===== config.mk =====
export PLATFORM = sky130hd
export DESIGN_NAME = sha256_byte_stream_hasher_flat
export DESIGN_NICKNAME = d
export VERILOG_FILES = /design/src/sv/sha_pkg.sv /design/src/sv/sha_if.sv /design/src/sv/sha_ctrl.sv /design/src/sv/sha_dp.sv /design/src/sv/sha256_byte_stream_hasher.sv /design/src/flat_wrapper.sv
export SDC_FILE = /design/constraint.sdc
export NUM_CORES = 2
export LEC_CHECK = 0
export BUFFER_PORTS_ARGS = -buffer_cell sky130_fd_sc_hd__buf_2
export CELL_PAD_IN_SITES_DETAIL_PLACEMENT = 0
export CELL_PAD_IN_SITES_GLOBAL_PLACEMENT = 2
export CORE_MARGIN = 2
export CORE_UTILIZATION = 45
export DETAILED_ROUTE_END_ITERATION = 8
export GPL_ROUTABILITY_DRIVEN = 0
export PLACE_DENSITY_LB_ADDON = 0.1
export REMOVE_ABC_BUFFERS = 1
export SETUP_SLACK_MARGIN = 0.05
export SLEW_MARGIN = 20
export SYNTH_ARGS = -nofsm -noshare
export SYNTH_HDL_FRONTEND = slang
export SYNTH_SLANG_ARGS = --single-unit

===== constraint.sdc =====
create_clock -name i_clk -period 23.8 [get_ports i_clk]
set_input_delay 1.19 -clock i_clk [delete_from_list [all_inputs] [get_ports i_clk]]
set_output_delay 1.19 -clock i_clk [all_outputs]
set_load 0.05 [all_outputs]

===== src/sv/sha_pkg.sv =====
// Shared types and constants for the SHA-256 byte stream hasher.
// Round constants, initial hash values, controller states and command structs.
// No dependencies.
package sha_pkg;

    localparam int unsigned NUM_ROUNDS = 64;
    localparam int unsigned NUM_WORDS  = 8;
    localparam logic [7:0]  PAD_BYTE   = 8'h80;
    localparam logic [5:0]  LEN_POS    = 6'd56;

    typedef logic [31:0] t_word;

    typedef enum logic [2:0] {
        ST_IDLE,
        ST_PAD,
        ST_LOAD,
        ST_ROUND,
        ST_ADD,
        ST_OUT
    } t_state;

    typedef enum logic [1:0] {
        BSEL_INPUT,
        BSEL_PAD,
        BSEL_ZERO,
        BSEL_LEN
    } t_byte_sel;

    typedef struct packed {
        logic       shift_byte;
        t_byte_sel  byte_sel;
        logic       count_len;
        logic       load_work;
        logic       round_en;
        logic [5:0] round;
        logic       add_chain;
        logic       restart;
        logic [2:0] out_idx;
    } t_dp_cmd;

    typedef struct packed {
        logic [5:0] fill;
    } t_dp_status;

    function automatic t_word iv_word(input logic [2:0] idx);
        t_word r;
        unique case (idx)
            3'd0: r = 32'h6a09e667;
            3'd1: r = 32'hbb67ae85;
            3'd2: r = 32'h3c6ef372;
            3'd3: r = 32'ha54ff53a;
            3'd4: r = 32'h510e527f;
            3'd5: r = 32'h9b05688c;
            3'd6: r = 32'h1f83d9ab;
            default: r = 32'h5be0cd19;
        endcase
        return r;
    endfunction

    function automatic t_word round_k(input logic [5:0] idx);
        t_word r;
        unique case (idx)
            6'd0:  r = 32'h428a2f98; 6'd1:  r = 32'h71374491;
            6'd2:  r = 32'hb5c0fbcf; 6'd3:  r = 32'he9b5dba5;
            6'd4:  r = 32'h3956c25b; 6'd5:  r = 32'h59f111f1;
            6'd6:  r = 32'h923f82a4; 6'd7:  r = 32'hab1c5ed5;
            6'd8:  r = 32'hd807aa98; 6'd9:  r = 32'h12835b01;
            6'd10: r = 32'h243185be; 6'd11: r = 32'h550c7dc3;
            6'd12: r = 32'h72be5d74; 6'd13: r = 32'h80deb1fe;
            6'd14: r = 32'h9bdc06a7; 6'd15: r = 32'hc19bf174;
            6'd16: r = 32'he49b69c1; 6'd17: r = 32'hefbe4786;
            6'd18: r = 32'h0fc19dc6; 6'd19: r = 32'h240ca1cc;
            6'd20: r = 32'h2de92c6f; 6'd21: r = 32'h4a7484aa;
            6'd22: r = 32'h5cb0a9dc; 6'd23: r = 32'h76f988da;
            6'd24: r = 32'h983e5152; 6'd25: r = 32'ha831c66d;
            6'd26: r = 32'hb00327c8; 6'd27: r = 32'hbf597fc7;
            6'd28: r = 32'hc6e00bf3; 6'd29: r = 32'hd5a79147;
            6'd30: r = 32'h06ca6351; 6'd31: r = 32'h14292967;
            6'd32: r = 32'h27b70a85; 6'd33: r = 32'h2e1b2138;
            6'd34: r = 32'h4d2c6dfc; 6'd35: r = 32'h53380d13;
            6'd36: r = 32'h650a7354; 6'd37: r = 32'h766a0abb;
            6'd38: r = 32'h81c2c92e; 6'd39: r = 32'h92722c85;
            6'd40: r = 32'ha2bfe8a1; 6'd41: r = 32'ha81a664b;
            6'd42: r = 32'hc24b8b70; 6'd43: r = 32'hc76c51a3;
            6'd44: r = 32'hd192e819; 6'd45: r = 32'hd6990624;
            6'd46: r = 32'hf40e3585; 6'd47: r = 32'h106aa070;
            6'd48: r = 32'h19a4c116; 6'd49: r = 32'h1e376c08;
            6'd50: r = 32'h2748774c; 6'd51: r = 32'h34b0bcb5;
            6'd52: r = 32'h391c0cb3; 6'd53: r = 32'h4ed8aa4a;
            6'd54: r = 32'h5b9cca4f; 6'd55: r = 32'h682e6ff3;
            6'd56: r = 32'h748f82ee; 6'd57: r = 32'h78a5636f;
            6'd58: r = 32'h84c87814; 6'd59: r = 32'h8cc70208;
            6'd60: r = 32'h90befffa; 6'd61: r = 32'ha4506ceb;
            6'd62: r = 32'hbef9a3f7; default: r = 32'hc67178f2;
        endcase
        return r;
    endfunction

endpackage


===== src/sv/sha_if.sv =====
// Stream interfaces for the SHA-256 hasher: byte input and digest word output.
// Valid/ready handshake; no dependencies.
interface sha_in_if;
    logic       valid;
    logic       ready;
    logic [7:0] data_byte;
    logic       has_byte;
    logic       is_last;
    modport source (output valid, data_byte, has_byte, is_last, input ready);
    modport sink   (input valid, data_byte, has_byte, is_last, output ready);
endinterface

interface sha_out_if;
    logic        valid;
    logic        ready;
    logic [31:0] digest_word;
    logic [2:0]  word_index;
    logic        last_word;
    modport source (output valid, digest_word, word_index, last_word, input ready);
    modport sink   (input valid, digest_word, word_index, last_word, output ready);
endinterface


===== src/sv/sha_ctrl.sv =====
// Controller for the SHA-256 hasher: accepts bytes, sequences padding,
// compression rounds and digest output. Depends on sha_pkg.
module sha_ctrl (
    input  logic                  i_clk,
    input  logic                  i_rst_n,
    input  logic                  i_in_valid,
    input  logic                  i_has_byte,
    input  logic                  i_is_last,
    output logic                  o_in_ready,
    output logic                  o_out_valid,
    input  logic                  i_out_ready,
    output logic [2:0]            o_out_idx,
    input  sha_pkg::t_dp_status   i_status,
    output sha_pkg::t_dp_cmd      o_cmd
);
    import sha_pkg::*;

    t_state     r_state, n_state;
    logic [5:0] r_round, n_round;
    logic [2:0] r_idx, n_idx;
    logic       r_pad, n_pad;     // padding sequence in progress
    logic       r_first, n_first; // next pad byte is 0x80
    logic       r_len, n_len;     // writing the length field

    always_ff @(posedge i_clk) begin
        if (!i_rst_n) begin
            r_state <= ST_IDLE;
            r_round <= '0;
            r_idx   <= '0;
            r_pad   <= 1'b0;
            r_first <= 1'b0;
            r_len   <= 1'b0;
        end else begin
            r_state <= n_state;
            r_round <= n_round;
            r_idx   <= n_idx;
            r_pad   <= n_pad;
            r_first <= n_first;
            r_len   <= n_len;
        end
    end

    always_comb begin
        n_state = r_state;
        n_round = r_round;
        n_idx   = r_idx;
        n_pad   = r_pad;
        n_first = r_first;
        n_len   = r_len;
        o_cmd   = '0;
        o_cmd.byte_sel = BSEL_INPUT;
        o_cmd.round    = r_round;
        o_cmd.out_idx  = r_idx;
        o_in_ready  = 1'b0;
        o_out_valid = 1'b0;
        unique case (r_state)
            ST_IDLE: begin
                o_in_ready = 1'b1;
                if (i_in_valid) begin
                    if (i_has_byte) begin
                        o_cmd.shift_byte = 1'b1;
                        o_cmd.count_len  = 1'b1;
                    end
                    if (i_is_last) begin
                        n_pad   = 1'b1;
                        n_first = 1'b1;
                        n_state = ST_PAD;
                    end
                    // a full block compresses before any padding
                    if (i_has_byte && i_status.fill == 6'd63) begin
                        n_state = ST_LOAD;
                    end
                end
            end
            ST_PAD: begin
                o_cmd.shift_byte = 1'b1;
                if (r_first) begin
                    o_cmd.byte_sel = BSEL_PAD;
                    n_first = 1'b0;
                end else if (r_len || i_status.fill == LEN_POS) begin
                    o_cmd.byte_sel = BSEL_LEN;
                    n_len = 1'b1;
                end else begin
                    o_cmd.byte_sel = BSEL_ZERO;
                end
                if (i_status.fill == 6'd63) begin
                    n_state = ST_LOAD;
                end
            end
            ST_LOAD: begin
                o_cmd.load_work = 1'b1;
                n_round = '0;
                n_state = ST_ROUND;
            end
            ST_ROUND: begin
                o_cmd.round_en = 1'b1;
                n_round = r_round + 6'd1;
                if (r_round == 6'(NUM_ROUNDS - 1)) begin
                    n_state = ST_ADD;
                end
            end
            ST_ADD: begin
                o_cmd.add_chain = 1'b1;
                priority if (r_len) begin
                    n_idx   = '0;
                    n_state = ST_OUT;
                end else if (r_pad) begin
                    n_state = ST_PAD;
                end else begin
                    n_state = ST_IDLE;
                end
            end
            ST_OUT: begin
                o_out_valid = 1'b1;
                if (i_out_ready) begin
                    n_idx = r_idx + 3'd1;
                    if (r_idx == 3'(NUM_WORDS - 1)) begin
                        o_cmd.restart = 1'b1;
                        n_pad   = 1'b0;
                        n_len   = 1'b0;
                        n_state = ST_IDLE;
                    end
                end
            end
            default: n_state = ST_IDLE;
        endcase
    end

    assign o_out_idx = r_idx;

endmodule


===== src/sv/sha_dp.sv =====
// Datapath for the SHA-256 hasher: 512-bit block/schedule window, length
// counter, working variables and chaining words. Depends on sha_pkg.
module sha_dp (
    input  logic                i_clk,
    input  logic                i_rst_n,
    input  sha_pkg::t_dp_cmd    i_cmd,
    input  logic [7:0]          i_data_byte,
    output sha_pkg::t_dp_status o_status,
    output logic [31:0]         o_word
);
    import sha_pkg::*;

    logic [511:0] r_win;      // block bytes, later the message schedule window
    logic [5:0]   r_fill;
    logic [63:0]  r_bits;
    t_word        r_chain [NUM_WORDS];
    t_word        r_work  [NUM_WORDS];

    logic [7:0] s_byte;
    logic [5:0] s_len_sh;
    t_word w0, w1, w9, w14, s0, s1, w_new;
    t_word big0, big1, ch, maj, t1, t2;

    function automatic t_word ror(input t_word x, input int unsigned n);
        return (x >> n) | (x << (32 - n));
    endfunction

    // length bytes go out most significant first, one per fill position 56..63
    assign s_len_sh = LEN_POS - {r_fill[2:0], 3'b000};

    always_comb begin
        unique case (i_cmd.byte_sel)
            BSEL_INPUT: s_byte = i_data_byte;
            BSEL_PAD:   s_byte = PAD_BYTE;
            BSEL_ZERO:  s_byte = 8'h00;
            default:    s_byte = 8'(r_bits >> s_len_sh);
        endcase
    end

    // schedule: word 0 is w[t], so words 1, 9 and 14 are w[t+1], w[t+9], w[t+14], the terms for w[t+16]
    assign w0    = r_win[511:480];
    assign w1    = r_win[479:448];
    assign w9    = r_win[223:192];
    assign w14   = r_win[63:32];
    assign s0    = ror(w1, 7) ^ ror(w1, 18) ^ (w1 >> 3);
    assign s1    = ror(w14, 17) ^ ror(w14, 19) ^ (w14 >> 10);
    assign w_new = w0 + s0 + w9 + s1;

    assign big1 = ror(r_work[4], 6) ^ ror(r_work[4], 11) ^ ror(r_work[4], 25);
    assign ch   = (r_work[4] & r_work[5]) ^ (~r_work[4] & r_work[6]);
    assign t1   = r_work[7] + big1 + ch + round_k(i_cmd.round) + w0;
    assign big0 = ror(r_work[0], 2) ^ ror(r_work[0], 13) ^ ror(r_work[0], 22);
    assign maj  = (r_work[0] & r_work[1]) ^ (r_work[0] & r_work[2]) ^ (r_work[1] & r_work[2]);
    assign t2   = big0 + maj;

    always_ff @(posedge i_clk) begin
        if (i_cmd.shift_byte) begin
            r_win <= {r_win[503:0], s_byte};
        end else if (i_cmd.round_en) begin
            r_win <= {r_win[479:0], w_new};
        end
    end

    always_ff @(posedge i_clk) begin
        if (!i_rst_n) begin
            r_fill <= '0;
            r_bits <= '0;
        end else begin
            if (i_cmd.shift_byte) begin
                r_fill <= r_fill + 6'd1;
            end
            if (i_cmd.restart) begin
                r_bits <= '0;
            end else if (i_cmd.count_len) begin
                r_bits <= r_bits + 64'd8;
            end
        end
    end

    always_ff @(posedge i_clk) begin
        if (!i_rst_n) begin
            for (int i = 0; i < NUM_WORDS; i++) r_chain[i] <= iv_word(3'(i));
        end else if (i_cmd.restart) begin
            for (int i = 0; i < NUM_WORDS; i++) r_chain[i] <= iv_word(3'(i));
        end else if (i_cmd.add_chain) begin
            for (int i = 0; i < NUM_WORDS; i++) r_chain[i] <= r_chain[i] + r_work[i];
        end
    end

    always_ff @(posedge i_clk) begin
        if (i_cmd.load_work) begin
            for (int i = 0; i < NUM_WORDS; i++) r_work[i] <= r_chain[i];
        end else if (i_cmd.round_en) begin
            r_work[7] <= r_work[6];
            r_work[6] <= r_work[5];
            r_work[5] <= r_work[4];
            r_work[4] <= r_work[3] + t1;
            r_work[3] <= r_work[2];
            r_work[2] <= r_work[1];
            r_work[1] <= r_work[0];
            r_work[0] <= t1 + t2;
        end
    end

    assign o_status.fill = r_fill;
    assign o_word        = r_chain[i_cmd.out_idx];

endmodule


===== src/sv/sha256_byte_stream_hasher.sv =====
// SHA-256 byte stream hasher top level: joins the controller and datapath
// to the input and output stream interfaces. Depends on sha_pkg, sha_if.
//
// Usage:
//   Input channel i_in carries one item per transaction: data_byte, has_byte
//   and is_last. An item with has_byte appends data_byte to the message; an
//   item with is_last pads and finishes the message. An item with neither
//   changes nothing.
//   Output channel o_out carries the eight digest words, word_index 0 first,
//   last_word set on word 7. After word 7 is taken the hasher restarts from
//   the initial hash values.
//   Flow: a byte that does not complete a 64-byte block leaves the hasher
//   ready for the next item. A byte that completes a block starts the
//   compression (load, 64 rounds of the single round unit, chaining add). A
//   last item writes padding bytes up to the block end, runs one or two
//   compressions, then offers the digest words. Input ready is low throughout.
//   A stalled receiver holds the current digest word; nothing is dropped.
//   Reset is synchronous: chaining words return to the initial hash values,
//   fill count and bit length clear, and the output channel goes idle.
module sha256_byte_stream_hasher (
    input  logic     i_clk,
    input  logic     i_rst_n,
    sha_in_if.sink   i_in,
    sha_out_if.source o_out
);
    import sha_pkg::*;

    t_dp_cmd    s_cmd;
    t_dp_status s_status;
    logic [2:0] s_idx;

    sha_ctrl u_ctrl (
        .i_clk       (i_clk),
        .i_rst_n     (i_rst_n),
        .i_in_valid  (i_in.valid),
        .i_has_byte  (i_in.has_byte),
        .i_is_last   (i_in.is_last),
        .o_in_ready  (i_in.ready),
        .o_out_valid (o_out.valid),
        .i_out_ready (o_out.ready),
        .o_out_idx   (s_idx),
        .i_status    (s_status),
        .o_cmd       (s_cmd)
    );

    sha_dp u_dp (
        .i_clk       (i_clk),
        .i_rst_n     (i_rst_n),
        .i_cmd       (s_cmd),
        .i_data_byte (i_in.data_byte),
        .o_status    (s_status),
        .o_word      (o_out.digest_word)
    );

    assign o_out.word_index = s_idx;
    assign o_out.last_word  = (s_idx == 3'(NUM_WORDS - 1));

endmodule


===== src/flat_wrapper.sv =====
// flat-port wrapper written by rule: the top's interface ports become plain ports
module sha256_byte_stream_hasher_flat import sha_pkg::*;
  (i_clk, i_rst_n, i_in_valid, i_in_data_byte, i_in_has_byte, i_in_is_last, i_in_ready, o_out_valid, o_out_digest_word, o_out_word_index, o_out_last_word, o_out_ready);
  sha_in_if i_in_i ();
  sha_out_if o_out_i ();
  input  logic i_clk;
  input  logic i_rst_n;
  input wire logic [$bits(i_in_i.valid)-1:0] i_in_valid;
  input wire logic [$bits(i_in_i.data_byte)-1:0] i_in_data_byte;
  input wire logic [$bits(i_in_i.has_byte)-1:0] i_in_has_byte;
  input wire logic [$bits(i_in_i.is_last)-1:0] i_in_is_last;
  output wire logic [$bits(i_in_i.ready)-1:0] i_in_ready;
  output wire logic [$bits(o_out_i.valid)-1:0] o_out_valid;
  output wire logic [$bits(o_out_i.digest_word)-1:0] o_out_digest_word;
  output wire logic [$bits(o_out_i.word_index)-1:0] o_out_word_index;
  output wire logic [$bits(o_out_i.last_word)-1:0] o_out_last_word;
  input wire logic [$bits(o_out_i.ready)-1:0] o_out_ready;
  assign i_in_i.valid = i_in_valid;
  assign i_in_i.data_byte = i_in_data_byte;
  assign i_in_i.has_byte = i_in_has_byte;
  assign i_in_i.is_last = i_in_is_last;
  assign i_in_ready = i_in_i.ready;
  assign o_out_valid = o_out_i.valid;
  assign o_out_digest_word = o_out_i.digest_word;
  assign o_out_word_index = o_out_i.word_index;
  assign o_out_last_word = o_out_i.last_word;
  assign o_out_i.ready = o_out_ready;
  sha256_byte_stream_hasher u_core (.i_clk(i_clk), .i_rst_n(i_rst_n), .i_in(i_in_i), .o_out(o_out_i));
endmodule

## Yosys cells after proc, flatten, opt, wreduce, memory -nomap -nowiden

Memories as Yosys holds them, arrays and structs flattened. A register that Yosys moved wholly into a read port is not among the register bits.
Cells that the tools add are included.
W data, S select, Z words.

- Bits in registers: 597
- Bits in latches: 0
- RAM bits: 512
- Bits in read-only memories: 2048
- Input port bits: 14
- Output and inout bits: 38
- Word-level logic and storage cells: 231
- Memories: 3

- Add/sub/neg operators: 23
- Multiply operators: 0
- Divide/modulo/power cells: 0
- $lt $le $gt $ge: 0
- Equal/unequal tests: 21
- Shift operators: 1
- Mux-type cells: 106
- Bitwise logic cells: 52
- Reductions and logical operators: 16

Memory list:

| name | depth | bits a word | rd ports | clocked after memory_dff | wr ports | RTL line | RTL |
|---|---|---|---|---|---|---|---|
| (no name shown) | 64 | 32 | 1 | 1 | 0 | sha_pkg.sv:62 | `unique case (idx)` |
| u_core.u_dp.r_chain | 8 | 32 | 9 | 1 | 8 | sha_dp.sv:16 | `t_word r_chain [NUM_WORDS];` |
| u_core.u_dp.r_work | 8 | 32 | 8 | 0 | 8 | sha_dp.sv:17 | `t_word r_work [NUM_WORDS];` |

Operator list:

| cell | count |
|---|---|
| $mux W32 | 48 |
| $mux W512 | 2 |
| $add A32 B32 Y32 | 18 |
| $xor A32 B32 Y32 | 9 |
| $and A32 B32 Y32 | 5 |
| $add A64 B4 Y64 const B | 1 |
| $shr A64 B6 Y8 | 1 |
| $mux W3 | 12 |
| $mux W1 | 32 |
| $not A32 Y32 | 1 |
| $or A10 B32 Y32 | 1 |
| $or A13 B32 Y32 | 1 |
| $or A14 B32 Y32 | 1 |
| $or A15 B32 Y32 | 1 |
| $or A19 B32 Y32 | 1 |
| $or A21 B32 Y32 | 1 |
| $or A25 B32 Y32 | 1 |
| $or A26 B32 Y32 | 1 |
| $or A30 B32 Y32 | 1 |
| $or A7 B32 Y32 | 1 |
| $xor A32 B22 Y32 | 1 |
| $xor A32 B29 Y32 | 1 |
| $or A1 B1 Y1 | 24 |
| $pmux W8 S3 | 1 |
| other kinds (27) | 53 |

## Depth between registers and ports, before layout

An unclocked memory read counts as a cell.

- Depth in word-level cells: 10
- Mapped depth: 32

## By module

A second synthesis with hierarchy kept.

- Cells, all modules: 6598
- Area total of the unflattened synthesis: 74270.0 sq um

By module, submodules not included:

| module | instances | cells each | area each (sq um) | sequential area each (sq um) |
|---|---|---|---|---|
| sha_dp | 1 | 6479 | 73341.6 | 31770.5 |
| sha_ctrl | 1 | 118 | 922.1 | 300.3 |
| sha256_byte_stream_hasher | 1 | 1 | 6.3 | 0.0 |

## Worst setup path after synthesis

No wires, ideal clock.

- Path type: in2reg
- From: input i_in_valid
- To: register u_core.u_dp.r_win[0], enable pin
- Setup time: 3632 ps
- Arrival time: 10338 ps
- Data required time: 20168 ps
- Slack: 9829 ps
- Stages: 5
- Buffers on the path: 2
- Cells stage by stage: a21oi_1 -> or3_1 -> clkbuf_1 -> clkbuf_1 -> nand2_1

- Word-level cells in the longest chain between the ends: 3

Ends and longest elaborated chain:

| what | RTL line | RTL |
|---|---|---|
| start: declaration | flat_wrapper.sv:8 | `input wire logic [$bits(i_in_i.valid)-1:0] i_in_valid;` |
| $mux W1 | sha_ctrl.sv:59 | `if (i_in_valid) begin` |
| $pmux W1 S2 | sha_ctrl.sv:56 | `unique case (r_state)` |
| $reduce_bool A2 Y1 (no source line) | - |  |
| end signal: assignment | sha_dp.sv:58 | `r_win <= {r_win[503:0], s_byte};` |
| end signal: assignment | sha_dp.sv:60 | `r_win <= {r_win[479:0], w_new};` |
| end: declaration | sha_dp.sv:13 | `logic [511:0] r_win;` |

Every way passes these cells.
A chain may end at the register's enable or synchronous reset.

==> impl_metrics.env <==
export IMPL_core_um2=167000
export IMPL_vias=59711
export IMPL_grt_max_degree=225
export IMPL_final_cells=10320
export IMPL_path_common_cell="fa_1"
export IMPL_mappedNetlistArea_um2=76000
export IMPL_overflow=0
export IMPL_hold_viol_final=0
export IMPL_path_clk_slew_ns=0.06
export IMPL_ys_seq_area_frac=0.431
export IMPL_skew_ns=0.0396
export IMPL_tightest_slew_ns=1.27
export IMPL_grt_setup_unrepaired="false"
export IMPL_slowest_delay_ns=0.57
export IMPL_critPathKind="flip-flop to flip-flop"
export IMPL_diodes=0
export IMPL_max_cap_viol_count=0
export IMPL_min_delay_start="u_core.u_ctrl.r_pad$_SDFFE_PN0P_"
export IMPL_htree_levels=4
export IMPL_post_place_ws_ns=15.51
export IMPL_worstReg2RegStart="u_core.u_dp.r_work[1][26]$_DFFE_PP_"
export IMPL_cts_resized=0
export IMPL_synth_top_flop_cell="edfxtp_1"
export IMPL_critPathRequiredTime_ns=24.31
export IMPL_crit_path_max_fanout=6
export IMPL_async_flop_share=0
export IMPL_clkSinkCount=1141
export IMPL_period_minus_slack_ns=8.34
export IMPL_track_usage=0.283
export IMPL_min_path_type="flip-flop to flip-flop"
export IMPL_clock_latency_ns=0.81
export IMPL_antenna_found_initial=7
export IMPL_holdPathEnd="u_core.u_ctrl.r_pad$_SDFFE_PN0P_"
export IMPL_dr_pass1_iters=6
export IMPL_r2r_setup_slack_ns=15.46
export IMPL_start_util=0.454
export IMPL_max_freq_mhz=120
export IMPL_drc_errors=0
export IMPL_mostFrequentLayoutCell="nand2_1"
export IMPL_slew_violations=0
export IMPL_mostFrequentLayoutCells="2349 x nand2_1, 992 x edfxtp_1, 462 x o21ai_0"
export IMPL_viasPerCell=5.79
export IMPL_post_cts_buffers=0
export IMPL_setup_viol=0
export IMPL_io_pins=52
export IMPL_syn_inst=8169
export IMPL_cts_path_max_buffers=3
export IMPL_fin_ws_ns=15.46
export IMPL_yosysWarnings=0
export IMPL_cts_tree="yes"
export IMPL_finalWirelength_um=248000
export IMPL_die_y_um=415
export IMPL_die_area_um2=172000
export IMPL_cts_hold_buf=0
export IMPL_synth_seq_cells=1141
export IMPL_status="finished clean"
export IMPL_drt_initial_drc_count=6332
export IMPL_clockRootBuffer="clkbuf_16"
export IMPL_grt_pass1_vias=57132
export IMPL_slowest_stage="edfxtp_1"
export IMPL_die_x_um=415
export IMPL_area_growth_pct=8.70
export IMPL_grt_pass1_wl_um=369000
export IMPL_ys_types=88
export IMPL_synth_edf_count=992
export IMPL_cp_data_arrival_time_ns=8.85
export IMPL_relSlewSlack=0.156
export IMPL_reg2reg_depth=30
export IMPL_dp_cells=10059
export IMPL_critPathCaptureType="flip-flop"
export IMPL_drive_above_1_share=0.0643
export IMPL_nNetsFinal=8603
export IMPL_yosys_area_top_type="edfxtp_1"
export IMPL_synth_area_leaders="edfxtp_1 39%, nand2_1 12%, ha_1 6.5%"
export IMPL_wl_per_cell_um=24.0
export IMPL_drtAntennaViolNets=0
export IMPL_avgSynthCellArea_um2=9.30
export IMPL_hpwl_um=182000
export IMPL_min_path_cells=2
export IMPL_yosys_area_top_type_share=0.392
export IMPL_r2r_end="u_core.u_dp.r_work[0][28]$_DFFE_PP_"
export IMPL_fin_crit_sh=0.350
export IMPL_fp_row_count=150
export IMPL_cp_start_kind="flip-flop"
export IMPL_cts_made_buffers=141
export IMPL_port_buffers=51
-- worst max path at each step --
stage          cells past startpoint                                start  slack [ns]                                  end
2_1_floorplan                      3                           i_in_valid       -8.70       u_core.u_dp.r_win[0]$_DFFE_PP_
3_3_place_gp                      30  u_core.u_dp.r_work[1][26]$_DFFE_PP_       15.48  u_core.u_dp.r_work[0][28]$_DFFE_PP_
3_5_place_dp                      30  u_core.u_dp.r_work[1][26]$_DFFE_PP_       15.51  u_core.u_dp.r_work[0][28]$_DFFE_PP_
4_1_cts                           30  u_core.u_dp.r_work[1][26]$_DFFE_PP_       15.48  u_core.u_dp.r_work[0][28]$_DFFE_PP_
5_1_grt                           30  u_core.u_dp.r_work[1][26]$_DFFE_PP_       15.07  u_core.u_dp.r_work[0][28]$_DFFE_PP_
6_report                          30  u_core.u_dp.r_work[1][26]$_DFFE_PP_       15.46  u_core.u_dp.r_work[0][28]$_DFFE_PP_
-- flip-flops by register name, indices dropped and copies added (netlist names), named ones only --
register and cells:
u_core.u_dp.r_bits 61, u_core.u_ctrl.r_len 1, u_core.u_dp.r_win 512, u_core.u_ctrl.r_pad 1, u_core.u_ctrl.r_first 1, u_core.u_ctrl.r_state 3
u_core.u_ctrl.r_round 6, u_core.u_dp.o_status 6, u_core.u_dp.r_work 256, u_core.u_ctrl.o_out_idx 3, u_core.u_dp.r_chain 256
-- cells in the mapped netlist, types with 38 or more instances --
| library cell | n |
|---|---|
| dfxtp_1 | 149 |
| mux4_2 | 77 |
| nand3_1 | 103 |
| nand2b_1 | 57 |
| o211ai_1 | 45 |
| o21bai_1 | 38 |
| clkbuf_1 | 403 |
| inv_1 | 398 |
| or3_1 | 48 |
| nor2_1 | 407 |
| xnor2_1 | 366 |
| o21a_1 | 67 |
| edfxtp_1 | 992 |
| a31oi_1 | 44 |
| a21oi_1 | 384 |
| a211oi_1 | 60 |
| fa_1 | 195 |
| mux2_2 | 55 |
| ha_1 | 394 |
| and3_1 | 54 |
| xor2_1 | 232 |
| o21ai_0 | 463 |
| nand2_1 | 2353 |
| nor3_1 | 101 |
| nor2b_1 | 46 |
| a21o_1 | 160 |
-- layout make-up --
| type | count | area [um2] |
|---|---|---|
| tap | 2204 | 2760 |
| sequential | 1141 | 32800 |
| clock inverter | 82 | 758 |
| timing repair buffer | 126 | 901 |
| multi-input combinational | 6187 | 40100 |
| clock buffer | 177 | 3760 |
| fill | 15796 | 84800 |
| inverter | 403 | 1520 |
-- cell families (layout without fill, tap and decap cells) --
| logic type | after synthesis | in the layout | share of synthesized area |
|---|---|---|---|
| buf+inv | 841 | 788 | 0.0419 |
| simple gates | 3301 | 3301 | 0.179 |
| xor+xnor | 598 | 598 | 0.0689 |
| mux | 168 | 168 | 0.0357 |
| compound gates | 1509 | 1509 | 0.124 |
| fa+ha+maj | 611 | 611 | 0.119 |
| flops | 1141 | 1141 | 0.431 |
-- metrics by stage --
stage | setup TNS, ns | hold slack [ns] | area (um2) | util
2_1_floorplan | -5347.27 | 0.437 | 74300 | -
3_3_place_gp | 0 | 0.451 | 78000 | 0.466
3_5_place_dp | 0 | 0.467 | 78000 | 0.466
4_1_cts | 0 | 0.482 | 82500 | 0.493
5_1_grt | 0 | 0.498 | 82600 | 0.493
6_report | 0 | 0.487 | 82600 | 0.493
-- critical path: cells and delay by family (launching register included) --
family	cells	cell delay, ns
flops	1	0.57
simple gates	2	0.17
mux	1	0.21
xor+xnor	3	0.84
compound gates	15	3.18
buf+inv	2	0.12
fa+ha+maj	7	2.95
-- per-layer routing --
layer | global-route usage | up-vias | part of all wire
li1 | - | 27917 | -
met1 | 0.423 | 29346 | 0.47
met2 | 0.415 | 2101 | 0.43
met3 | 0.0418 | 345 | 0.070
met4 | 0.101 | 2 | 0.037
met5 | 0 | - | 0.000052
Power is not shown: default switching activity piles up to over one toggle a cycle in this logic, so the estimate is an artifact.
